## config.mk

```make
export PLATFORM = sky130hd
export DESIGN_NAME = tpdvr_axis
export DESIGN_NICKNAME = d
export VERILOG_FILES = /design/src/rtl/three_axis_pd_velocity_regulator_macros.svh /design/src/rtl/tpdvr_pkg.sv /design/src/rtl/tpdvr_axis.sv
export SDC_FILE = /design/constraint.sdc
export NUM_CORES = 2
export LEC_CHECK = 0
export BUFFER_PORTS_ARGS = -buffer_cell sky130_fd_sc_hd__buf_2
export CAP_MARGIN = 20
export CORE_MARGIN = 1.5
export CORE_UTILIZATION = 35
export DETAILED_ROUTE_END_ITERATION = 8
export PLACE_DENSITY = 0.58
export REMOVE_ABC_BUFFERS = 1
export SYNTH_ARGS = -nofsm -noshare
export SYNTH_HDL_FRONTEND = slang
export SYNTH_SLANG_ARGS = --single-unit
```

## constraint.sdc

```tcl
create_clock -name clk_i -period 16.8 [get_ports clk_i]
set_input_delay 0.84 -clock clk_i [delete_from_list [all_inputs] [get_ports clk_i]]
set_output_delay 0.84 -clock clk_i [all_outputs]
set_load 0.01 [all_outputs]
```

## src/rtl/three_axis_pd_velocity_regulator_macros.svh

```systemverilog
// ----------------------------------------------------------------------------
// three axis pd velocity regulator assertion macros
// shared concurrent assertion forms, reset gated, clocked on the rising edge
// ----------------------------------------------------------------------------
`ifndef THREE_AXIS_PD_VELOCITY_REGULATOR_MACROS_SVH
`define THREE_AXIS_PD_VELOCITY_REGULATOR_MACROS_SVH

// consequent must hold in the same cycle as the antecedent
`define TPDVR_ASSERT_IMPLIES(lbl, clk, rst_n, ante, cons) \
  lbl: assert property (@(posedge clk) disable iff (!rst_n) (ante) |-> (cons)) \
    else $error("tpdvr same-cycle check failed");

// consequent must hold in the cycle after the antecedent
`define TPDVR_ASSERT_NEXT(lbl, clk, rst_n, ante, cons) \
  lbl: assert property (@(posedge clk) disable iff (!rst_n) (ante) |=> (cons)) \
    else $error("tpdvr next-cycle check failed");

`endif

```

## src/rtl/tpdvr_pkg.sv

```systemverilog
// ----------------------------------------------------------------------------
// tpdvr package
// shared types, codes and fixed point constants of the velocity regulator
// ----------------------------------------------------------------------------
`timescale 1ns / 1ps

package tpdvr_pkg;

  // input request codes
  typedef enum logic [2:0] {
    CMD_GOAL  = 3'd0,
    CMD_POSE  = 3'd1,
    CMD_MVEL  = 3'd2,
    CMD_FIELD = 3'd3,
    CMD_TICK  = 3'd4
  } cmd_e;

  // configuration register indexes
  typedef enum logic [2:0] {
    REG_HORIZ_POS_GAIN    = 3'd0,
    REG_HORIZ_DAMP_GAIN   = 3'd1,
    REG_VERT_POS_GAIN     = 3'd2,
    REG_VERT_DAMP_GAIN    = 3'd3,
    REG_HORIZ_SPEED_LIMIT = 3'd4,
    REG_VERT_SPEED_LIMIT  = 3'd5,
    REG_YAW_POS_GAIN      = 3'd6,
    REG_YAW_DAMP_GAIN     = 3'd7
  } reg_idx_e;

  typedef struct packed {
    logic [15:0] horiz_pos_gain;
    logic [15:0] horiz_damp_gain;
    logic [15:0] vert_pos_gain;
    logic [15:0] vert_damp_gain;
    logic [30:0] horiz_speed_limit;
    logic [30:0] vert_speed_limit;
    logic [15:0] yaw_pos_gain;
    logic [15:0] yaw_damp_gain;
  } cfg_t;

  // per-stage load strobes of the six stage pipeline
  typedef struct packed {
    logic s1;
    logic s2;
    logic s3;
    logic s4;
    logic s5;
    logic s6;
  } pipe_ld_t;

  localparam int unsigned PipeDepth = 6;

  localparam logic [15:0] POSE_LOST_TICKS = 16'd10;
  localparam logic [15:0] AGE_MAX         = 16'hFFFF;

  // Q16.16 constants
  localparam logic [17:0] PI_Q        = 18'd205887;
  localparam logic [18:0] TWO_PI_Q    = 19'd411775;
  localparam logic [13:0] YAW_ERR_LIM = 14'd13107;

  // pi plus 10431 * 2pi, keeps the heading wrap operand non-negative
  localparam logic [34:0] WRAP_BIAS = 35'd4295430912;
  // floor(2^34 / 2pi) for the reciprocal quotient estimate
  localparam logic [15:0] RECIP_Q   = 16'd41721;

  // reset values
  localparam logic [15:0] GAIN_ONE_Q8 = 16'd256;
  localparam logic [30:0] LIMIT_RST   = 31'd65536;
  localparam logic [31:0] GOAL_Z_RST  = 32'd65536;

endpackage

```

## src/rtl/tpdvr_axis.sv

```systemverilog
// ----------------------------------------------------------------------------
// tpdvr linear axis datapath
// pd term, speed clamp and saturating field add for one axis, six stages
// ----------------------------------------------------------------------------
`timescale 1ns / 1ps

module tpdvr_axis import tpdvr_pkg::*; (
  input  logic               clk_i,
  input  pipe_ld_t           ld_i,
  input  logic signed [31:0] goal_i,
  input  logic signed [31:0] pose_i,
  input  logic signed [31:0] mvel_i,
  input  logic signed [31:0] fvel_i,
  input  logic [15:0]        kp_i,
  input  logic [15:0]        kd_i,
  input  logic [30:0]        lim_i,
  output logic signed [31:0] cmd_o
);

  logic signed [32:0] err_q;
  logic signed [31:0] mv1_q;
  logic signed [31:0] fv1_q, fv2_q, fv3_q;
  logic signed [49:0] pkp_d, pkp_q;
  logic signed [48:0] pkd_d, pkd_q;
  logic signed [50:0] acc;
  logic signed [42:0] shr;
  logic signed [42:0] lim_ext;
  logic signed [31:0] lim_pos;
  logic signed [31:0] vcl_d, vcl_q;
  logic signed [32:0] sum;
  logic signed [31:0] sat_d, res4_q, res5_q, res6_q;

  // stage 1: position error
  always_ff @(posedge clk_i) begin
    if (ld_i.s1) begin
      err_q <= $signed({goal_i[31], goal_i}) - $signed({pose_i[31], pose_i});
      mv1_q <= mvel_i;
      fv1_q <= fvel_i;
    end
  end

  // stage 2: gain products
  assign pkp_d = err_q * $signed({1'b0, kp_i});
  assign pkd_d = mv1_q * $signed({1'b0, kd_i});

  always_ff @(posedge clk_i) begin
    if (ld_i.s2) begin
      pkp_q <= pkp_d;
      pkd_q <= pkd_d;
      fv2_q <= fv1_q;
    end
  end

  // stage 3: difference, floor shift back to Q16.16, speed clamp
  assign acc     = $signed({pkp_q[49], pkp_q}) - $signed({{2{pkd_q[48]}}, pkd_q});
  assign shr     = acc[50:8];
  assign lim_ext = $signed({12'd0, lim_i});
  assign lim_pos = $signed({1'b0, lim_i});

  always_comb begin
    if (shr > lim_ext) begin
      vcl_d = lim_pos;
    end else if (shr < -lim_ext) begin
      vcl_d = -lim_pos;
    end else begin
      vcl_d = shr[31:0];
    end
  end

  always_ff @(posedge clk_i) begin
    if (ld_i.s3) begin
      vcl_q <= vcl_d;
      fv3_q <= fv2_q;
    end
  end

  // stage 4: field velocity add with 32 bit saturation
  assign sum = $signed({vcl_q[31], vcl_q}) + $signed({fv3_q[31], fv3_q});

  always_comb begin
    if (sum[32] != sum[31]) begin
      sat_d = sum[32] ? 32'sh8000_0000 : 32'sh7FFF_FFFF;
    end else begin
      sat_d = sum[31:0];
    end
  end

  // stages 5 and 6 line up with the yaw path
  always_ff @(posedge clk_i) begin
    if (ld_i.s4) res4_q <= sat_d;
    if (ld_i.s5) res5_q <= res4_q;
    if (ld_i.s6) res6_q <= res5_q;
  end

  assign cmd_o = res6_q;

endmodule

```

==> summary.md <==
| Metric | Value |
|---|---|
| Worst Setup End Kind | register |
| Final setup vio count | 0 |
| Global-route wire length before repair | 233 mm |
| Yosys cell types | 84 |
| Most common cell in the netlist | inv_1 |
| Top cell type by total area after synthesis | fa_1 |
| First drt pass iteration count | 5 |
| Critical path buffer and inverter count | 5 |
| DRT antenna net count | 0 |
| Chip Width | 407 um |
| Register bit count reported by yosys | 388 |
| H-tree level count | 2 |
| Reg clk slew, reported paths | 0.07 ns |
| Cell Area, Synth | 57100 um^2 |
| RSZ-0062 raised after global routing | false |
| Seq/Total Area, Yosys | 20.4% |
| EDFF count, synth | 388 |
| Setup TNS | 0 ns |
| Max Transition Viols Final | 0 |
| Total track usage | 18.1% |
| Gpl congestion | 0.860 |
| Clk sinks | 388 |
| Setup Buffers After CTS | 0 |
| Synth warn | 0 |
| Synthesized area per cell | 9.68 um^2 |
| Number of global-route vias before repair | 43000 |
| DRC | 0 |
| 1st-iter DRT viols | 2209 |
| CP max-delay cell | edfxtp_1 |
| Post-route minimum period | 7.93 ns |
| Post-synth ARST share | 0% |
| Grt total ovfl | 0 |
| Final hold violation count | 0 |
| CP Data Required Time | 17.19 ns |
| Area Overhead vs Synth | 8.46% |
| DR vias | 40100 |
| # nets final | 7607 |
| IO Pins | 230 |
| Site Rows | 148 |
| Avg Vias per Cell | 4.88 |
| Effective utilization at floorplan | 35.2% |
| CTS tree | built |
| CTS resizes | 0 |
| Actual slew at the worst max-slew pin | 1.19 ns |
| Tcrit/Tclk final | 47.2% |
| Hold WS | 0.362 ns |
| Die height | 407 um |
| Final Skew | 0.0314 ns |
| Worst skew pair latency | 0.64 ns |
| Mapped Cells | 5897 |
| Clock tree buffer depth | 3 |
| Prevailing post-synth register cell | edfxtp_1 |
| Cell family with most CP delay | adder cells |
| Antenna violations before repair | 22 |
| Synth cell count leaders | inv_1, fa_1, nand2_1 |
| Wire length per cell | 17.7 um |
| Synth area leaders | fa_1, edfxtp_1, ha_1 |
| Relative slew slack | 20.7% |
| CP max stage delay | 0.92 ns |
| Most used cell, CP | fa_1 |
| Status | completed |
| Drt total wl | 145 mm |
| Worst Hold Class | in2reg |
| Maxcap violations | 0 |
| PortBufs | 229 |
| Core area | 162000 um^2 |
| Die ar. | 166000 um^2 |
| CTS Buf Count | 47 |
| Critical Path AT | 8.32 ns |
| Critical Path Start Type | register |
| Post-DP HPWL | 113 mm |
| Hold buffer count at cts | 0 |
| Crit-path cells | nand2_1, fa_1, inv_1, fa_1, inv_1, fa_1, inv_1, fa_1, fa_1, inv_1, fa_1, inv_1, ha_1, nand2_1, nor4b_1, o21bai_1, a2111oi_0, o21ai_0, a21oi_1, nand3_1, nand3b_1, a21oi_1, xnor2_1 |
| Layout cell share with drive strength beyond 1 | 6.29% |
| Crit-path max FO | 16 |
| Crit path kind | reg2reg |
| Largest net degree at the start of global routing | 76 |
| Top cell type's share of synthesized area | 34.8% |
| Root buffer cell | clkbuf_16 |
| FMAX | 126 MHz |
==> layout make-up <==
type | instances | area [um^2]
Inverter | 1336 | 5010
Sequential cell | 388 | 11700
Clock buffer | 54 | 1220
Fill cell | 16400 | 100000
Clock inverter | 32 | 353
Antenna cell | 9 | 22.5
Tap cell | 2175 | 2720
Timing Repair Buffer | 251 | 1320
Multi-Input combinational cell | 3968 | 39600
==> cell usage in the layout, fill, tap and decap left out, types with 13 or more instances in the layout <==
| cell type | instances |
|---|---|
| mux2i_1 | 30 |
| nand3_1 | 46 |
| buf_2 | 227 |
| o21ai_1 | 20 |
| a21o_1 | 109 |
| and2_1 | 399 |
| edfxtp_1 | 388 |
| o21ai_0 | 102 |
| ha_1 | 423 |
| nor4_1 | 14 |
| buf_4 | 21 |
| a21oi_1 | 211 |
| fa_1 | 994 |
| o211ai_1 | 15 |
| nand2_1 | 802 |
| nor3_1 | 44 |
| o21bai_1 | 22 |
| xor2_1 | 51 |
| clkbuf_16 | 48 |
| inv_1 | 1335 |
| nor2_1 | 162 |
| nand2b_1 | 38 |
| nand4_1 | 24 |
| a211oi_1 | 18 |
| and3_1 | 30 |
| a31oi_1 | 13 |
| nor2b_1 | 35 |
| o21a_1 | 25 |
| xnor2_1 | 161 |
==> metrics by stage <==
stage / std cells / area, um^2 / util (%) / worst slack (ns)
global placement: 8116 / 60300 / 37.1 / 8.09
detailed placement: 8117 / 60300 / 37.1 / 8.28
CTS: 8203 / 61900 / 38.1 / 8.89
global route: 8207 / 61900 / 38.1 / 8.23
finish: 8213 / 61900 / 38.1 / 8.87
floorplan: 5692 / 56300 / - / 8.70
==> routing by layer <==
layer  global-route usage [%]  part of all wire [%]  up-vias
met3                     3.09                   5.8      230
li1                         -                     -    18400
met4                     4.98                   2.6       22
met5                        0                 0.099        -
met2                     31.8                    50      955
met1                     22.7                    42    20400
==> flip-flops by register name, indices dropped and copies added (netlist names) <==
| signal | count |
|---|---|
| mv1_q | 32 |
| fv2_q | 32 |
| pkd_q | 49 |
| fv3_q | 32 |
| cmd_o | 32 |
| err_q | 33 |
| fv1_q | 32 |
| res5_q | 32 |
| vcl_q | 32 |
| res4_q | 32 |
| pkp_q | 50 |
==> worst paths after layout <==
path,from,end,slack [ns],cells past startpoint
max,err_q[6],pkp_q[49],8.87,23
min,mvel_i[23],mv1_q[23],0.36,1
max reg2reg,err_q[6],pkp_q[49],8.87,23
min reg2reg,fv1_q[18],fv2_q[18],0.41,0
==> logic make-up (layout without fill, tap and decap cells) <==
group                      after synthesis  in the layout  share of synthesized area [%]
AOI/OAI and AO/OA                      659            659                           7.62
xor gates and xnor gates               212            212                           3.25
adders and majority gates             1427           1427                           44.3
buffers and inverters                 1541           1673                           10.2
DFF                                    388            388                           20.4
muxes                                   33             33                          0.583
other                                    0              9                              0
and+or+nand+nor                       1637           1637                           13.6
Power is not shown: default switching activity piles up to over one toggle a cycle in this logic, so the estimate is an artifact.
