--- src/rtl/three_axis_pd_velocity_regulator_macros.svh ---
// ----------------------------------------------------------------------------
// three axis pd velocity regulator assertion macros
// shared concurrent assertion forms, reset gated, clocked on the rising edge
// ----------------------------------------------------------------------------
`ifndef THREE_AXIS_PD_VELOCITY_REGULATOR_MACROS_SVH
`define THREE_AXIS_PD_VELOCITY_REGULATOR_MACROS_SVH

// consequent must hold in the same cycle as the antecedent
`define TPDVR_ASSERT_IMPLIES(lbl, clk, rst_n, ante, cons) \
  lbl: assert property (@(posedge clk) disable iff (!rst_n) (ante) |-> (cons)) \
    else $error("tpdvr same-cycle check failed");

// consequent must hold in the cycle after the antecedent
`define TPDVR_ASSERT_NEXT(lbl, clk, rst_n, ante, cons) \
  lbl: assert property (@(posedge clk) disable iff (!rst_n) (ante) |=> (cons)) \
    else $error("tpdvr next-cycle check failed");

`endif

--- src/rtl/tpdvr_pkg.sv ---
// ----------------------------------------------------------------------------
// tpdvr package
// shared types, codes and fixed point constants of the velocity regulator
// ----------------------------------------------------------------------------
`timescale 1ns / 1ps

package tpdvr_pkg;

  // input request codes
  typedef enum logic [2:0] {
    CMD_GOAL  = 3'd0,
    CMD_POSE  = 3'd1,
    CMD_MVEL  = 3'd2,
    CMD_FIELD = 3'd3,
    CMD_TICK  = 3'd4
  } cmd_e;

  // configuration register indexes
  typedef enum logic [2:0] {
    REG_HORIZ_POS_GAIN    = 3'd0,
    REG_HORIZ_DAMP_GAIN   = 3'd1,
    REG_VERT_POS_GAIN     = 3'd2,
    REG_VERT_DAMP_GAIN    = 3'd3,
    REG_HORIZ_SPEED_LIMIT = 3'd4,
    REG_VERT_SPEED_LIMIT  = 3'd5,
    REG_YAW_POS_GAIN      = 3'd6,
    REG_YAW_DAMP_GAIN     = 3'd7
  } reg_idx_e;

  typedef struct packed {
    logic [15:0] horiz_pos_gain;
    logic [15:0] horiz_damp_gain;
    logic [15:0] vert_pos_gain;
    logic [15:0] vert_damp_gain;
    logic [30:0] horiz_speed_limit;
    logic [30:0] vert_speed_limit;
    logic [15:0] yaw_pos_gain;
    logic [15:0] yaw_damp_gain;
  } cfg_t;

  // per-stage load strobes of the six stage pipeline
  typedef struct packed {
    logic s1;
    logic s2;
    logic s3;
    logic s4;
    logic s5;
    logic s6;
  } pipe_ld_t;

  localparam int unsigned PipeDepth = 6;

  localparam logic [15:0] POSE_LOST_TICKS = 16'd10;
  localparam logic [15:0] AGE_MAX         = 16'hFFFF;

  // Q16.16 constants
  localparam logic [17:0] PI_Q        = 18'd205887;
  localparam logic [18:0] TWO_PI_Q    = 19'd411775;
  localparam logic [13:0] YAW_ERR_LIM = 14'd13107;

  // pi plus 10431 * 2pi, keeps the heading wrap operand non-negative
  localparam logic [34:0] WRAP_BIAS = 35'd4295430912;
  // floor(2^34 / 2pi) for the reciprocal quotient estimate
  localparam logic [15:0] RECIP_Q   = 16'd41721;

  // reset values
  localparam logic [15:0] GAIN_ONE_Q8 = 16'd256;
  localparam logic [30:0] LIMIT_RST   = 31'd65536;
  localparam logic [31:0] GOAL_Z_RST  = 32'd65536;

endpackage

--- src/rtl/tpdvr_yaw.sv ---
// ----------------------------------------------------------------------------
// tpdvr yaw datapath
// heading error wrap by reciprocal quotient, error clamp and pd term
// ----------------------------------------------------------------------------
`timescale 1ns / 1ps

module tpdvr_yaw import tpdvr_pkg::*; (
  input  logic               clk_i,
  input  pipe_ld_t           ld_i,
  input  logic signed [31:0] goal_hdg_i,
  input  logic signed [31:0] pose_hdg_i,
  input  logic signed [31:0] yaw_rate_i,
  input  logic [15:0]        kp_i,
  input  logic [15:0]        kd_i,
  output logic signed [31:0] cmd_o
);

  logic [34:0]        biased;
  logic [33:0]        u1_q, u2_q;
  logic [37:0]        qp_d, qp_q;
  logic [15:0]        quo;
  logic [34:0]        qc;
  logic [21:0]        r3_q, r1, r2;
  logic signed [20:0] dwrap;
  logic signed [14:0] d_d, d_q;
  logic               z4_q, z5_q;
  logic signed [31:0] mw1_q, mw2_q, mw3_q, mw4_q;
  logic signed [31:0] pkp_d, pkp_q;
  logic signed [48:0] pkd_d, pkd_q;
  logic signed [49:0] acc;
  logic signed [41:0] shr;
  logic signed [31:0] res_d, res_q;

  // stage 1: biased heading difference, always in [0, 2^34)
  assign biased = {{3{goal_hdg_i[31]}}, goal_hdg_i} - {{3{pose_hdg_i[31]}}, pose_hdg_i}
                + WRAP_BIAS;

  always_ff @(posedge clk_i) begin
    if (ld_i.s1) begin
      u1_q  <= biased[33:0];
      mw1_q <= yaw_rate_i;
    end
  end

  // stage 2: quotient estimate, at most two short of the true quotient
  assign qp_d = 38'(u1_q[33:12]) * 38'(RECIP_Q);

  always_ff @(posedge clk_i) begin
    if (ld_i.s2) begin
      qp_q  <= qp_d;
      u2_q  <= u1_q;
      mw2_q <= mw1_q;
    end
  end

  // stage 3: partial remainder, below three times 2pi
  assign quo = qp_q[37:22];
  assign qc  = 35'(quo) * 35'(TWO_PI_Q);

  always_ff @(posedge clk_i) begin
    if (ld_i.s3) begin
      r3_q  <= u2_q[21:0] - qc[21:0];
      mw3_q <= mw2_q;
    end
  end

  // stage 4: two correction steps, re-center, clamp the error
  assign r1    = (r3_q >= 22'(TWO_PI_Q)) ? r3_q - 22'(TWO_PI_Q) : r3_q;
  assign r2    = (r1 >= 22'(TWO_PI_Q)) ? r1 - 22'(TWO_PI_Q) : r1;
  assign dwrap = $signed({2'b00, r2[18:0]}) - $signed({3'b000, PI_Q});

  always_comb begin
    if (dwrap > $signed({7'd0, YAW_ERR_LIM})) begin
      d_d = $signed({1'b0, YAW_ERR_LIM});
    end else if (dwrap < -$signed({7'd0, YAW_ERR_LIM})) begin
      d_d = -$signed({1'b0, YAW_ERR_LIM});
    end else begin
      d_d = dwrap[14:0];
    end
  end

  always_ff @(posedge clk_i) begin
    if (ld_i.s4) begin
      d_q   <= d_d;
      z4_q  <= (dwrap == 21'sd0);
      mw4_q <= mw3_q;
    end
  end

  // stage 5: gain products
  assign pkp_d = d_q * $signed({1'b0, kp_i});
  assign pkd_d = mw4_q * $signed({1'b0, kd_i});

  always_ff @(posedge clk_i) begin
    if (ld_i.s5) begin
      pkp_q <= pkp_d;
      pkd_q <= pkd_d;
      z5_q  <= z4_q;
    end
  end

  // stage 6: difference, floor shift, saturate; exact zero error gives zero
  assign acc = $signed({{18{pkp_q[31]}}, pkp_q}) - $signed({pkd_q[48], pkd_q});
  assign shr = acc[49:8];

  always_comb begin
    if (z5_q) begin
      res_d = 32'sd0;
    end else if (shr[41:31] != {11{shr[41]}}) begin
      res_d = shr[41] ? 32'sh8000_0000 : 32'sh7FFF_FFFF;
    end else begin
      res_d = shr[31:0];
    end
  end

  always_ff @(posedge clk_i) begin
    if (ld_i.s6) res_q <= res_d;
  end

  assign cmd_o = res_q;

endmodule

--- config.mk ---
export PLATFORM = sky130hd
export DESIGN_NAME = tpdvr_yaw
export DESIGN_NICKNAME = d
export VERILOG_FILES = /design/src/rtl/three_axis_pd_velocity_regulator_macros.svh /design/src/rtl/tpdvr_pkg.sv /design/src/rtl/tpdvr_yaw.sv
export SDC_FILE = /design/constraint.sdc
export NUM_CORES = 2
export LEC_CHECK = 0
export BUFFER_PORTS_ARGS = -buffer_cell sky130_fd_sc_hd__buf_2
export CAP_MARGIN = 20
export CORE_ASPECT_RATIO = 1.75
export CORE_MARGIN = 2
export CORE_UTILIZATION = 55
export CTS_CLUSTER_DIAMETER = 40
export CTS_CLUSTER_SIZE = 25
export DETAILED_ROUTE_END_ITERATION = 12
export GPL_TIMING_DRIVEN = 0
export PLACE_DENSITY = 0.82
export SLEW_MARGIN = 20
export SYNTH_ARGS = -nofsm -noshare
export SYNTH_HDL_FRONTEND = slang
export SYNTH_SLANG_ARGS = --single-unit
--- constraint.sdc ---
create_clock -name clk_i -period 10.9 [get_ports clk_i]
set_input_delay 1.09 -clock clk_i [delete_from_list [all_inputs] [get_ports clk_i]]
set_output_delay 1.09 -clock clk_i [all_outputs]
set_load 0.01 [all_outputs]
==> impl_metrics.env <==
export IMPL_post_cts_buffers=0
export IMPL_path_delay_family="adder cells"
export IMPL_drc=0
export IMPL_period_needed_ns=8.862
export IMPL_viasPerCell=5.602
export IMPL_layout_nets=6949
export IMPL_grtUsageTotal=0.2726
export IMPL_grt_pass1_vias=41010
export IMPL_cap_viol_max_count=0
export IMPL_worst_path_buf_inv=7
export IMPL_end_kind="flip-flop"
export IMPL_crit_arrival_ns=9.22
export IMPL_die_height_um=412.8
export IMPL_slew_violations=0
export IMPL_critPathRequiredTime_ns=11.26
export IMPL_setup_viol_count_final=0
export IMPL_vias=36850
export IMPL_initial_core_util=0.5520
export IMPL_coreArea_um2=95150
export IMPL_clock_sinks=352
export IMPL_grt_overflow_total=0
export IMPL_synth_cell_types=99
export IMPL_yosysSeqAreaShare=0.2012
export IMPL_ys_ff_latch=352
export IMPL_synthesis_nets=6739
export IMPL_dieArea_um2=98090
export IMPL_first_pass_iters=7
export IMPL_worstSetupStartpoint="kd_i[6]"
export IMPL_area_delta_synth_final_pct=7.384
export IMPL_rsz0062_at_grt="false"
export IMPL_synth_edf_count=352
export IMPL_tightest_slew_ns=0.9093
export IMPL_drive_above_1_share=0.05805
export IMPL_yosys_warnings=0
export IMPL_postSynthCellCount=5116
export IMPL_dp_hpwl_um=110100
export IMPL_io_buffers=166
export IMPL_relSlewSlack=0.3938
export IMPL_cts_path_max_buffers=3
export IMPL_root_buffer="clkbuf_16"
export IMPL_numCtsBuffers=40
export IMPL_clk_pin_slew_ns=0.07
export IMPL_clock_skew_ns=0.02562
export IMPL_fp_dieW_um=237.6
export IMPL_pin_count=167
export IMPL_synth_top_flop_cell="edfxtp_1"
export IMPL_startpoint_type="primary input"
export IMPL_cts_tree="built"
export IMPL_clk_latency_ns=0.60
export IMPL_regArea_um2=10570
export IMPL_avgSynthCellArea_um2=10.27
export IMPL_num_rows=150
export IMPL_ctsResizeCount=0
export IMPL_synth_area_um2=52530
export IMPL_hold_start="mw3_q[12]$_DFFE_PP_"
export IMPL_fin_crit_sh=0.8131
export IMPL_routed_wirelength_um=128600
export IMPL_wl_per_cell_um=19.55
export IMPL_cpPeakStageDelay_ns=0.59
export IMPL_ys_async_sr_fraction=0
export IMPL_first_iter_violations=1999
export IMPL_grt_pass1_wl_um=207100
export IMPL_cts_hold_buf=0
export IMPL_fmax_mhz=112.8
export IMPL_worstHoldPathType="reg -> reg"
export IMPL_status="finished clean"
export IMPL_place_gp_congestion=1.003
export IMPL_grt_max_degree=67
export IMPL_antenna_found_initial=10
export IMPL_crit_fanout=10
export IMPL_critPathKind="in -> reg"
export IMPL_antenna_left=0
export IMPL_fill_cells=7635
export IMPL_crit_top_cell="fa_1"
export IMPL_crit_slowest_cell="clkbuf_1"
export IMPL_r2r_start="mw4_q[12]$_DFFE_PP_"
export IMPL_htree_levels=2
export IMPL_fin_tns_setup_ns=0
export IMPL_multi_input_area_um2=37120
export IMPL_final_hold_viol_count=0
stage by stage:
step	util	worst slack, ns	area (um^2)	hold slack, ns	cells
after floorplan	-	3.330	52530	0.4003	5116
after global placement	0.5768	1.675	54880	0.4025	6498
after detailed placement	0.5774	1.563	54950	0.4045	6500
after CTS	0.5927	2.152	56400	0.4106	6573
after global routing	0.5927	1.697	56400	0.4200	6574
final	0.5928	2.038	56410	0.4056	6577
routing by layer:
| metal | global-route usage | up-vias | share of wire |
|---|---|---|---|
| li1 | - | 16540 | - |
| met1 | 0.2672 | 18180 | 0.32 |
| met2 | 0.5065 | 1502 | 0.52 |
| met3 | 0.04174 | 614 | 0.058 |
| met4 | 0.2180 | 8 | 0.096 |
| met5 | 0 | - | 0.00049 |
state kept, by name, indices dropped and copies added (netlist names):
name,cells
qp_q,16
u2_q,22
pkp_q,32
d_q,15
u1_q,34
cmd_o,32
pkd_q,49
mw1_q,32
mw2_q,32
z4_q,1
mw4_q,32
mw3_q,32
z5_q,1
r3_q,22
cells by family after synthesis:
family | after synthesis | synth area share
XOR/XNOR | 222 | 0.03730
adder cells (fa/ha/maj) | 1488 | 0.4815
AO/OA/AOI/OAI | 512 | 0.06703
flip-flops | 352 | 0.2012
AND/OR/NAND/NOR | 1249 | 0.1178
multiplexers | 15 | 0.003096
buffers and inverters | 1278 | 0.09208
layout make-up:
type / count / share of cell area
Antenna cell: 4 / 0.0001775
Buffer: 141 / 0.01009
Clock buffer: 42 / 0.01788
Clock inverter: 31 / 0.007808
Inverter: 1137 / 0.07566
Multi-Input combinational cell: 3486 / 0.6581
Sequential cell: 352 / 0.1874
Tap cell: 1216 / 0.02697
Timing Repair Buffer: 168 / 0.01593
synthesized netlist by cell type, types with 15 or more instances:
cell type	instances	area, um^2
nor3_1	57	285.3
and2_1	341	2133
o21a_1	25	187.7
a21oi_1	134	670.6
nor2_1	115	431.7
a31oi_1	24	150.1
a211oi_1	15	112.6
o31ai_1	36	270.3
or2_2	16	100.1
o21bai_1	18	135.1
nand2_1	516	1937
ha_1	599	7495
and3_1	22	137.6
nand3_1	55	275.3
fa_1	889	17800
xnor2_1	162	1419
clkbuf_1	126	473.0
nor2b_1	34	212.7
xor2_1	58	508.0
inv_1	1137	4268
edfxtp_1	352	10570
o21ai_0	72	360.4
nand2b_1	27	168.9
a21o_1	52	390.4
worst paths after layout:
kind	to	slack [ns]	depth (start not counted)
max	pkd_q[47]$_DFFE_PP_	2.04	27
min	mw4_q[12]$_DFFE_PP_	0.41	0
max reg2reg	pkd_q[47]$_DFFE_PP_	2.26	26
min reg2reg	mw4_q[12]$_DFFE_PP_	0.41	0
cells in the final DEF, fill, tap and decap left out, drive strengths merged, types with 56 or more instances in the layout:
master / synthesis / layout
ha: 599 / 599
nor2: 117 / 117
inv: 1137 / 1155
edfxtp: 352 / 352
clkbuf: 127 / 169
nand3: 56 / 56
nand2: 516 / 516
and2: 342 / 342
a21oi: 137 / 137
nor3: 57 / 57
o21ai: 79 / 79
buf: 14 / 182
xor2: 60 / 60
xnor2: 162 / 162
fa: 889 / 889
Power is not shown: default switching activity piles up to over one toggle a cycle in this logic, so the estimate is an artifact.
