## src/rtl/three_axis_pd_velocity_regulator_macros.svh

```systemverilog
// ----------------------------------------------------------------------------
// three axis pd velocity regulator assertion macros
// shared concurrent assertion forms, reset gated, clocked on the rising edge
// ----------------------------------------------------------------------------
`ifndef THREE_AXIS_PD_VELOCITY_REGULATOR_MACROS_SVH
`define THREE_AXIS_PD_VELOCITY_REGULATOR_MACROS_SVH

// consequent must hold in the same cycle as the antecedent
`define TPDVR_ASSERT_IMPLIES(lbl, clk, rst_n, ante, cons) \
  lbl: assert property (@(posedge clk) disable iff (!rst_n) (ante) |-> (cons)) \
    else $error("tpdvr same-cycle check failed");

// consequent must hold in the cycle after the antecedent
`define TPDVR_ASSERT_NEXT(lbl, clk, rst_n, ante, cons) \
  lbl: assert property (@(posedge clk) disable iff (!rst_n) (ante) |=> (cons)) \
    else $error("tpdvr next-cycle check failed");

`endif

```

## src/rtl/tpdvr_pkg.sv

```systemverilog
// ----------------------------------------------------------------------------
// tpdvr package
// shared types, codes and fixed point constants of the velocity regulator
// ----------------------------------------------------------------------------
`timescale 1ns / 1ps

package tpdvr_pkg;

  // input request codes
  typedef enum logic [2:0] {
    CMD_GOAL  = 3'd0,
    CMD_POSE  = 3'd1,
    CMD_MVEL  = 3'd2,
    CMD_FIELD = 3'd3,
    CMD_TICK  = 3'd4
  } cmd_e;

  // configuration register indexes
  typedef enum logic [2:0] {
    REG_HORIZ_POS_GAIN    = 3'd0,
    REG_HORIZ_DAMP_GAIN   = 3'd1,
    REG_VERT_POS_GAIN     = 3'd2,
    REG_VERT_DAMP_GAIN    = 3'd3,
    REG_HORIZ_SPEED_LIMIT = 3'd4,
    REG_VERT_SPEED_LIMIT  = 3'd5,
    REG_YAW_POS_GAIN      = 3'd6,
    REG_YAW_DAMP_GAIN     = 3'd7
  } reg_idx_e;

  typedef struct packed {
    logic [15:0] horiz_pos_gain;
    logic [15:0] horiz_damp_gain;
    logic [15:0] vert_pos_gain;
    logic [15:0] vert_damp_gain;
    logic [30:0] horiz_speed_limit;
    logic [30:0] vert_speed_limit;
    logic [15:0] yaw_pos_gain;
    logic [15:0] yaw_damp_gain;
  } cfg_t;

  // per-stage load strobes of the six stage pipeline
  typedef struct packed {
    logic s1;
    logic s2;
    logic s3;
    logic s4;
    logic s5;
    logic s6;
  } pipe_ld_t;

  localparam int unsigned PipeDepth = 6;

  localparam logic [15:0] POSE_LOST_TICKS = 16'd10;
  localparam logic [15:0] AGE_MAX         = 16'hFFFF;

  // Q16.16 constants
  localparam logic [17:0] PI_Q        = 18'd205887;
  localparam logic [18:0] TWO_PI_Q    = 19'd411775;
  localparam logic [13:0] YAW_ERR_LIM = 14'd13107;

  // pi plus 10431 * 2pi, keeps the heading wrap operand non-negative
  localparam logic [34:0] WRAP_BIAS = 35'd4295430912;
  // floor(2^34 / 2pi) for the reciprocal quotient estimate
  localparam logic [15:0] RECIP_Q   = 16'd41721;

  // reset values
  localparam logic [15:0] GAIN_ONE_Q8 = 16'd256;
  localparam logic [30:0] LIMIT_RST   = 31'd65536;
  localparam logic [31:0] GOAL_Z_RST  = 32'd65536;

endpackage

```

## src/rtl/tpdvr_cfg_regs.sv

```systemverilog
// ----------------------------------------------------------------------------
// tpdvr configuration registers
// gains and speed limits, written through the configuration request channel
// ----------------------------------------------------------------------------
`timescale 1ns / 1ps

module tpdvr_cfg_regs import tpdvr_pkg::*; (
  input  logic        clk_i,
  input  logic        rst_ni,
  input  logic        cfg_valid_i,
  output logic        cfg_ready_o,
  input  logic [2:0]  cfg_index_i,
  input  logic [31:0] cfg_data_i,
  output cfg_t        cfg_o
);

  cfg_t cfg_q;

  assign cfg_ready_o = 1'b1;
  assign cfg_o       = cfg_q;

  always_ff @(posedge clk_i or negedge rst_ni) begin
    if (!rst_ni) begin
      cfg_q.horiz_pos_gain    <= GAIN_ONE_Q8;
      cfg_q.horiz_damp_gain   <= 16'd0;
      cfg_q.vert_pos_gain     <= GAIN_ONE_Q8;
      cfg_q.vert_damp_gain    <= 16'd0;
      cfg_q.horiz_speed_limit <= LIMIT_RST;
      cfg_q.vert_speed_limit  <= LIMIT_RST;
      cfg_q.yaw_pos_gain      <= GAIN_ONE_Q8;
      cfg_q.yaw_damp_gain     <= 16'd0;
    end else if (cfg_valid_i) begin
      case (cfg_index_i)
        REG_HORIZ_POS_GAIN:    cfg_q.horiz_pos_gain    <= cfg_data_i[15:0];
        REG_HORIZ_DAMP_GAIN:   cfg_q.horiz_damp_gain   <= cfg_data_i[15:0];
        REG_VERT_POS_GAIN:     cfg_q.vert_pos_gain     <= cfg_data_i[15:0];
        REG_VERT_DAMP_GAIN:    cfg_q.vert_damp_gain    <= cfg_data_i[15:0];
        REG_HORIZ_SPEED_LIMIT: cfg_q.horiz_speed_limit <= cfg_data_i[30:0];
        REG_VERT_SPEED_LIMIT:  cfg_q.vert_speed_limit  <= cfg_data_i[30:0];
        REG_YAW_POS_GAIN:      cfg_q.yaw_pos_gain      <= cfg_data_i[15:0];
        REG_YAW_DAMP_GAIN:     cfg_q.yaw_damp_gain     <= cfg_data_i[15:0];
        default: ;
      endcase
    end
  end

endmodule

```

## config.mk

```make
export PLATFORM = sky130hd
export DESIGN_NAME = tpdvr_cfg_regs
export DESIGN_NICKNAME = d
export VERILOG_FILES = /design/src/rtl/three_axis_pd_velocity_regulator_macros.svh /design/src/rtl/tpdvr_pkg.sv /design/src/rtl/tpdvr_cfg_regs.sv
export SDC_FILE = /design/constraint.sdc
export NUM_CORES = 1
export LEC_CHECK = 0
export BUFFER_PORTS_ARGS = -buffer_cell sky130_fd_sc_hd__buf_2
export CAP_MARGIN = 20
export CELL_PAD_IN_SITES_DETAIL_PLACEMENT = 1
export CELL_PAD_IN_SITES_GLOBAL_PLACEMENT = 2
export CORE_MARGIN = 2
export CORE_UTILIZATION = 37
export DETAILED_ROUTE_END_ITERATION = 16
export PLACE_DENSITY_LB_ADDON = 0.05
export SETUP_SLACK_MARGIN = 0.2
export SYNTH_ARGS = -nofsm -noshare
export SYNTH_HDL_FRONTEND = slang
export SYNTH_SLANG_ARGS = --single-unit
export TNS_END_PERCENT = 50
```

## constraint.sdc

```tcl
create_clock -name clk_i -period 1.8 [get_ports clk_i]
set_input_delay 0.36 -clock clk_i [delete_from_list [all_inputs] [get_ports clk_i]]
set_output_delay 0.36 -clock clk_i [all_outputs]
set_load 0.005 [all_outputs]
```

==> results of run 1 <==
-- area by class of cell --
| class | count | area (sq um) | share of cell area, % |
|---|---|---|---|
| Sequential cell | 158 | 3960 | 49.5 |
| Timing Repair Buffer | 217 | 1230 | 15.3 |
| Tap cell | 216 | 270 | 3.38 |
| Clock inverter | 10 | 114 | 1.42 |
| Clock buffer | 22 | 474 | 5.92 |
| Multi-Input combinational cell | 167 | 1960 | 24.5 |
-- layout by cell type (no fill, tap or decap) --
| cell type | n |
|---|---|
| dfstp_2 | 5 |
| clkbuf_8 | 3 |
| mux2_4 | 10 |
| clkinv_2 | 3 |
| nand4_2 | 1 |
| bufinv_16 | 2 |
| nor4b_4 | 1 |
| mux2_1 | 2 |
| buf_12 | 6 |
| nand4b_1 | 1 |
| buf_4 | 16 |
| buf_2 | 193 |
| clkbuf_16 | 17 |
| dlygate4sd3_1 | 1 |
| dfrtp_1 | 153 |
| clkbuf_1 | 2 |
| mux2_2 | 146 |
| buf_6 | 1 |
| conb_1 | 1 |
| clkinvlp_4 | 4 |
| nand4b_2 | 2 |
| nor4bb_4 | 2 |
| clkinv_4 | 1 |
| and4bb_2 | 1 |
-- power by group --
| group | switching, mW | internal (mW) |
|---|---|---|
| Clock | 1.40 | 2.15 |
| Sequential | 0.366 | 4.35 |
| Combinational | 0.834 | 1.19 |
-- cells in the mapped netlist --
library cell / n
nor4b_4: 1
nand4b_1: 1
nand4b_2: 2
buf_2: 11
buf_8: 1
mux2_2: 146
buf_6: 4
mux2_1: 2
nand4_2: 1
conb_1: 1
dfrtp_1: 153
buf_4: 3
mux2_4: 10
and4bb_2: 1
dfstp_2: 5
nor4bb_1: 2
-- through the flow --
stage / power [mW] / utilization, % / hold WS [ns]
finish: 10.3 / 50.4 / 0.179
global route: 10.9 / 50.4 / 0.170
detailed placement: 6.87 / 46.6 / 0.342
CTS: 10.5 / 50.4 / 0.161
floorplan: 5.63 / - / 0.0644
global placement: 6.77 / 46.6 / 0.336
-- final timing paths --
check                                    start    endpoint  slack [ns]  cells after the start
worst max-delay path                 cfg_o[79]   cfg_o[79]        0.38                      1
worst min-delay path            cfg_data_i[26]   cfg_o[58]        0.18                      2
worst max register to register       cfg_o[67]   cfg_o[67]        1.02                      1
worst min register to register       cfg_o[68]   cfg_o[68]        0.49                      1
max in group asynchronous               rst_ni   cfg_o[20]        0.70                      3
min in group asynchronous               rst_ni  cfg_o[134]        0.45                      2
-- metal layers --
layer	wire length, um	GRT usage, %
met1	6520	23.4
met2	7120	29.2
met3	923	5.79
met4	201	5.98
met5	0	0
-- repair_timing --
| item | CTS | global route |
|---|---|---|
| hold endpoints to repair | 37 | 0 |
| hold buffers | 1 | 0 |
| endpoints found under the setup margin | 0 | 0 |
-- logic make-up after synthesis --
family	after synthesis	synth area share, %
buf+inv	19	2.28
other cells	1	0.0622
flops	158	65.7
mux	158	30.1
simple gates	8	1.79
==> flow_summary.json, run 1 <==
{
  "ys_types": 16,
  "fp.dieH_um": 132,
  "die_x_um": 132,
  "crit_slowest_cell": "dfstp_2",
  "ys_warn_count": 0,
  "cp_slowest_stage_delay_ns": 0.53,
  "cts_sinks": 158,
  "dp_cells": 757,
  "p_per_area_nw_per_um2": 1290,
  "num-fill-cells": 1655,
  "rsz0062_at_grt": "no",
  "crit_path_start_kind": "flip-flop",
  "ir_drop_v": 0.000614,
  "core-area_sq_um": 15900,
  "avgSynthCellArea_sq_um": 17.5,
  "largest_reg_flops": 158,
  "totalNegativeSetupSlack_ns": 0,
  "drc": 0,
  "clk_pin_slew_worst_paths_ns": 0.06,
  "crit_path_max_fanout": 2,
  "hpwl_um": 10700,
  "syn-instance-count": 344,
  "grt_pass1_vias": 4046,
  "period_minus_slack_ns": 1.42,
  "syn_nets": 382,
  "synth_area_leaders": "dfrtp_1, mux2_2, mux2_4",
  "overflow": 0,
  "yosysSeqAreaShare_pct": 65.7,
  "cp.arrival_ns": 1.06,
  "place_ws_ns": 0.129,
  "dr.pass1.iters": 4,
  "ys_ff_latch": 158,
  "cp_top_family": "flip-flops",
  "fin_cells": 790,
  "io-pin-count": 197,
  "finalCritPeriodShare_pct": 78.7,
  "synth_top_area_share_pct": 63.5,
  "post-cts-setup-buffers": 0,
  "p_leak_nw": 3.86,
  "clkLatencyLatePin_ns": 0.42,
  "io_buffers": 194,
  "die_area_sq_um": 17300,
  "path_cells": "buf_2",
  "cts.path.max_buffers": 2,
  "finClkSkew_ns": 0,
  "antenna_left": 0,
  "timing.final.hold_violations": 0,
  "crit_type": "reg2out",
  "cts_resized": 0,
  "status": "completed",
  "drive_above_1_share_pct": 72.1,
  "cts_tree": "yes",
  "vias": 3710,
  "wl_per_cell_um": 18.7,
  "finalSetupViolCount": 0,
  "nets": 599,
  "cts_buffers": 17,
  "n_antenna_cell": 0,
  "antenna_found_initial": 0,
  "drt_iter0_drc": 91,
  "initial_core_util_pct": 37.9,
  "syn_area_sq_um": 6030,
  "h-tree-depth": 4,
  "grt_usage_pct": 18.2,
  "post_dp_cell_area_sq_um": 7410,
  "setup_slack_ns": 0.384,
  "drt-total-wl_um": 14800,
  "drv_cap": 0,
  "required_ns": 1.44,
  "path_buf_inv": 1,
  "hold_path_class": "in2reg",
  "grt_max_degree": 47,
  "root_buffer": "clkbuf_16",
  "yosysTopAreaCell": "dfrtp_1",
  "area_growth_pct": 32.8,
  "rows": 46,
  "grt_first_pass_wirelength_um": 23900,
  "finalMaxSlewViolations": 0,
  "place_congestion": 0.706,
  "endpoint_kind": "output pin",
  "vias_per_cell": 4.70,
  "final_area_sq_um": 8000,
  "max_freq_mhz": 706
}
(Power assumes the default switching activity.)
==> run 2: changes to the inputs <==
--- a/config.mk
+++ b/config.mk
@@ -10,7 +10,7 @@
 export CELL_PAD_IN_SITES_DETAIL_PLACEMENT = 1
 export CELL_PAD_IN_SITES_GLOBAL_PLACEMENT = 2
 export CORE_MARGIN = 2
-export CORE_UTILIZATION = 37
+export CORE_UTILIZATION = 31
 export DETAILED_ROUTE_END_ITERATION = 16
 export PLACE_DENSITY_LB_ADDON = 0.05
 export SETUP_SLACK_MARGIN = 0.2
==> constraint.sdc (replaced) <==
create_clock -name clk_i -period 1.3 [get_ports clk_i]
set_input_delay 0.26 -clock clk_i [delete_from_list [all_inputs] [get_ports clk_i]]
set_output_delay 0.26 -clock clk_i [all_outputs]
set_load 0.005 [all_outputs]
==> flow_summary.json, run 2 (synthesized netlist as in run 1, its figures left out) <==
{
  "crit_path_start_kind": "flip-flop",
  "endpoint_kind": "output pin",
  "nets": 655,
  "crit_type": "reg2out",
  "area_growth_pct": 46.1,
  "grt_usage_pct": 16.2,
  "dr.pass1.iters": 3,
  "totalNegativeSetupSlack_ns": -0.0449,
  "crit_slowest_cell": "dfstp_2",
  "drt-total-wl_um": 16400,
  "finClkSkew_ns": 0,
  "h-tree-depth": 4,
  "rsz0062_at_grt": "yes",
  "core-area_sq_um": 18900,
  "drive_above_1_share_pct": 74.9,
  "hpwl_um": 11400,
  "antenna_left": 0,
  "final_common_cell": "buf_2",
  "drt_iter0_drc": 70,
  "timing.final.hold_violations": 0,
  "cp_slowest_stage_delay_ns": 0.55,
  "cp_top_family": "flip-flops",
  "period_minus_slack_ns": 1.32,
  "n_antenna_cell": 0,
  "required_ns": 1.04,
  "overflow": 0,
  "finalMaxSlewViolations": 0,
  "path_cells": "buf_6",
  "cts_buffers": 17,
  "grt_pass1_vias": 4266,
  "io-pin-count": 197,
  "drv_cap": 0,
  "hp-start": "cfg_data_i[20]",
  "ir_drop_v": 0.000864,
  "io_buffers": 194,
  "clkLatencyLatePin_ns": 0.42,
  "layout_common_cells": "buf_2, dfrtp_1, mux2_2, buf_4, mux2_4",
  "vias": 3917,
  "fp.dieH_um": 143,
  "cts_sinks": 158,
  "setup_slack_ns": -0.0205,
  "power_mw": 15.4,
  "finalCritPeriodShare_pct": 102,
  "largest_reg_flops": 158,
  "antenna_found_initial": 0,
  "violations": "negative setup slack",
  "p_leak_nw": 4.33,
  "hold_end": "cfg_o[83]",
  "cts_tree": "yes",
  "die_x_um": 143,
  "root_buffer": "clkbuf_16",
  "die_area_sq_um": 20600,
  "cp.arrival_ns": 1.06,
  "rows": 50,
  "vias_per_cell": 4.40,
  "initial_core_util_pct": 31.9,
  "startpoint": "cfg_o[24]",
  "place_congestion": 0.683,
  "wl_per_cell_um": 18.4,
  "whs_path_depth": 2,
  "drc": 0,
  "r2r-start": "cfg_o[33]",
  "grt_max_degree": 37,
  "status": "finished, violations left",
  "p_per_area_nw_per_um2": 1750,
  "hold_path_class": "in2reg",
  "finalSetupViolCount": 3,
  "cts.path.max_buffers": 2,
  "crit_path_max_fanout": 2,
  "num-fill-cells": 1959,
  "r2r_end": "cfg_o[33]",
  "reg2regPathDepth": 3,
  "path_buf_inv": 1,
  "max_freq_mhz": 757,
  "grt_first_pass_wirelength_um": 24700,
  "r2r_slack_ns": 0.29,
  "clk_pin_slew_worst_paths_ns": 0.07
}
==> run 2: changes by cell type in the layout (fill, tap and decap cells not counted), moves of 2 or more <==
cell      change
buf_12        +4
mux2_1        -2
buf_2         -4
buf_4        +48
buf_6         +8
mux2_2       -48
clkbuf_8      +2
clkinv_2      -3
mux2_4       +50
==> run 2: final cells by class <==
type	count	area (sq um)	share of cell area [%]
multi-input combinational	167	2150	24.4
sequential	158	3960	45.0
tap	260	325	3.69
timing repair buffer	273	1740	19.7
clock buffer	24	502	5.70
clock inverter	8	130	1.48
==> run 2: repair_timing <==
item                       in CTS  in global routing
hold endpoints to repair       25                  0
pin swaps                       0                  1
setup endpoints to repair     165                168
resized for setup               3                  5
setup buffers                  31                 21
hold buffers                    1                  0
==> run 2: worst max-delay path by stage <==
stage,to,cells after the start
after detailed placement,cfg_o[154],4
final,cfg_o[24],1
after CTS,cfg_o[150],1
after global routing,cfg_o[118],1
after floorplan,cfg_o[148],4
after global placement,cfg_o[149],4
==> run 2: where the power goes <==
group | switching (mW) | internal [mW] | leakage [nW]
Sequential | 0.543 | 6.03 | 1.89
Clock | 1.96 | 3.29 | 0.299
Combinational | 1.31 | 2.30 | 2.14
==> run 2: through the flow <==
step,setup slack [ns],hold slack (ns),utilization [%],instance area (sq um),std cells
after floorplan,-0.172,-0.0356,-,6280,344
after global placement,-0.198,0.195,40.9,7730,805
after detailed placement,-0.262,0.202,40.9,7730,805
after CTS,-0.0469,0.0665,45.6,8620,869
after global routing,-0.0679,0.0700,46.6,8800,890
final,-0.0205,0.0898,46.6,8800,890
==> run 2: routing by layer <==
metal  track usage (%)  wire length, um  vias to the layer above
li1                  -                -                     1766
met1              19.1             6730                     2029
met2              27.7             8340                      113
met3              6.40             1190                        9
met4              4.02              129                        0
met5                 0                0                        -
==> run 3: changes to the inputs <==
--- a/config.mk
+++ b/config.mk
@@ -12,6 +12,7 @@
 export CORE_MARGIN = 2
 export CORE_UTILIZATION = 31
 export DETAILED_ROUTE_END_ITERATION = 16
+export MAX_ROUTING_LAYER = met4
 export PLACE_DENSITY_LB_ADDON = 0.05
 export SETUP_SLACK_MARGIN = 0.2
 export SYNTH_ARGS = -nofsm -noshare
==> flow_summary.json, run 3 (synthesized netlist as in run 1, its figures left out) <==
{
  "crit_slowest_cell": "dfstp_2",
  "path_cells": "buf_6",
  "cts_tree": "yes",
  "final_area_sq_um": 8800,
  "cp.arrival_ns": 1.06,
  "cts_sinks": 158,
  "required_ns": 1.04,
  "crit_path_max_fanout": 2,
  "grt_pass1_vias": 4276,
  "cts.path.max_buffers": 2,
  "final_common_cell": "buf_2",
  "period_minus_slack_ns": 1.32,
  "route.met2.wl_um": 8280,
  "clkLatencyLatePin_ns": 0.41,
  "grt_usage_pct": 16.7,
  "antenna_left": 0,
  "path_buf_inv": 1,
  "final_core_util_pct": 46.6,
  "violations": "negative setup slack",
  "rsz0062_at_grt": "yes",
  "timing.hold.ws_ns": 0.0897,
  "die_area_sq_um": 20600,
  "r2r_slack_ns": 0.28,
  "fp.dieH_um": 143,
  "wl_per_cell_um": 18.4,
  "area_growth_pct": 46.0,
  "drc": 0,
  "drt-total-wl_um": 16400,
  "overflow": 0,
  "grt_first_pass_wirelength_um": 24700,
  "root_buffer": "clkbuf_16",
  "cp_top_family": "flip-flops",
  "vias": 3893,
  "p_per_area_nw_per_um2": 1750,
  "finalSetupViolCount": 3,
  "power_mw": 15.4,
  "status": "finished, violations left",
  "grt_max_degree": 37,
  "wl_met1_um": 6920,
  "vias_per_cell": 4.38,
  "dr.pass1.iters": 4,
  "crit_path_start_kind": "flip-flop",
  "top_layer_used": "met4",
  "drive_above_1_share_pct": 74.9,
  "ir_drop_v": 0.000864,
  "io_buffers": 194,
  "largest_reg_flops": 158,
  "hpwl_um": 11400,
  "place_congestion": 0.690,
  "hold_path_class": "in2reg",
  "layout_common_cells": "buf_2, dfrtp_1, mux2_2, buf_4, mux2_4",
  "die_x_um": 143,
  "n_antenna_cell": 0,
  "clk_pin_slew_worst_paths_ns": 0.06,
  "max_freq_mhz": 758,
  "rows": 50,
  "crit_type": "reg2out",
  "h-tree-depth": 4,
  "drv_cap": 0,
  "finClkSkew_ns": 0,
  "io-pin-count": 197,
  "finalMaxSlewViolations": 0,
  "timing.final.hold_violations": 0,
  "p_leak_nw": 4.33,
  "antenna_found_initial": 0,
  "drt_iter0_drc": 61,
  "cp_slowest_stage_delay_ns": 0.55,
  "cts_buffers": 17,
  "initial_core_util_pct": 31.9,
  "wl_met3_um": 1030,
  "nets": 654,
  "setup_slack_ns": -0.0191,
  "endpoint_kind": "output pin",
  "post_dp_cell_area_sq_um": 7730,
  "finalCritPeriodShare_pct": 101,
  "core-area_sq_um": 18900
}
[run 3: changes by cell type in the layout (fill, tap and decap cells not counted)]
cell	previous run	this run
buf_4	64	63
[run 3: layout make-up]
| class | count | area (sq um) |
|---|---|---|
| clock buffers | 24 | 502 |
| clock inverters | 8 | 130 |
| fillers | 1958 | 10100 |
| multi-input cells | 167 | 2150 |
| flip-flops and latches | 158 | 3960 |
| well taps | 260 | 325 |
| repair buffers | 272 | 1730 |
[run 3: path summary, 6_finish.rpt]
check / cells past startpoint / start / endpoint
worst max-delay path: 1 / cfg_o[24] / cfg_o[24]
worst min-delay path: 2 / cfg_data_i[20] / cfg_o[83]
worst max register to register: 3 / cfg_o[33] / cfg_o[33]
worst min register to register: 1 / cfg_o[0] / cfg_o[0]
max in group asynchronous: 3 / rst_ni / cfg_o[40]
min in group asynchronous: 2 / rst_ni / cfg_o[82]
[run 3: metrics by stage]
| stage | instances | setup slack [ns] | setup TNS (ns) |
|---|---|---|---|
| 6_report | 889 | -0.0191 | -0.0437 |
| 5_1_grt | 889 | -0.0698 | -0.296 |
| 4_1_cts | 869 | -0.0469 | -0.177 |
| 3_5_place_dp | 805 | -0.262 | -22.24 |
| 3_3_place_gp | 805 | -0.198 | -18.76 |
| 2_1_floorplan | 344 | -0.172 | -4.52 |
[run 3: repair_timing]
action                     4_1_cts  5_1_grt
pin swaps                        0        1
hold endpoints to repair        25        0
resized for setup                3        5
setup endpoints to repair      165      168
buffers inserted                31       20
cloned                           0        0
hold buffers                     1        0
[run 3: report_power, final]
part	internal, mW	switching [mW]
Combinational	2.29	1.31
Sequential	6.03	0.544
Clock	3.29	1.96
Total	11.6	3.81
[run 3: metal layers]
metal | vias to the layer above | track usage, %
li1 | 1765 | -
met5 | - | -
met1 | 2007 | 19.6
met3 | 10 | 5.83
met4 | 0 | 3.87
met2 | 111 | 27.7
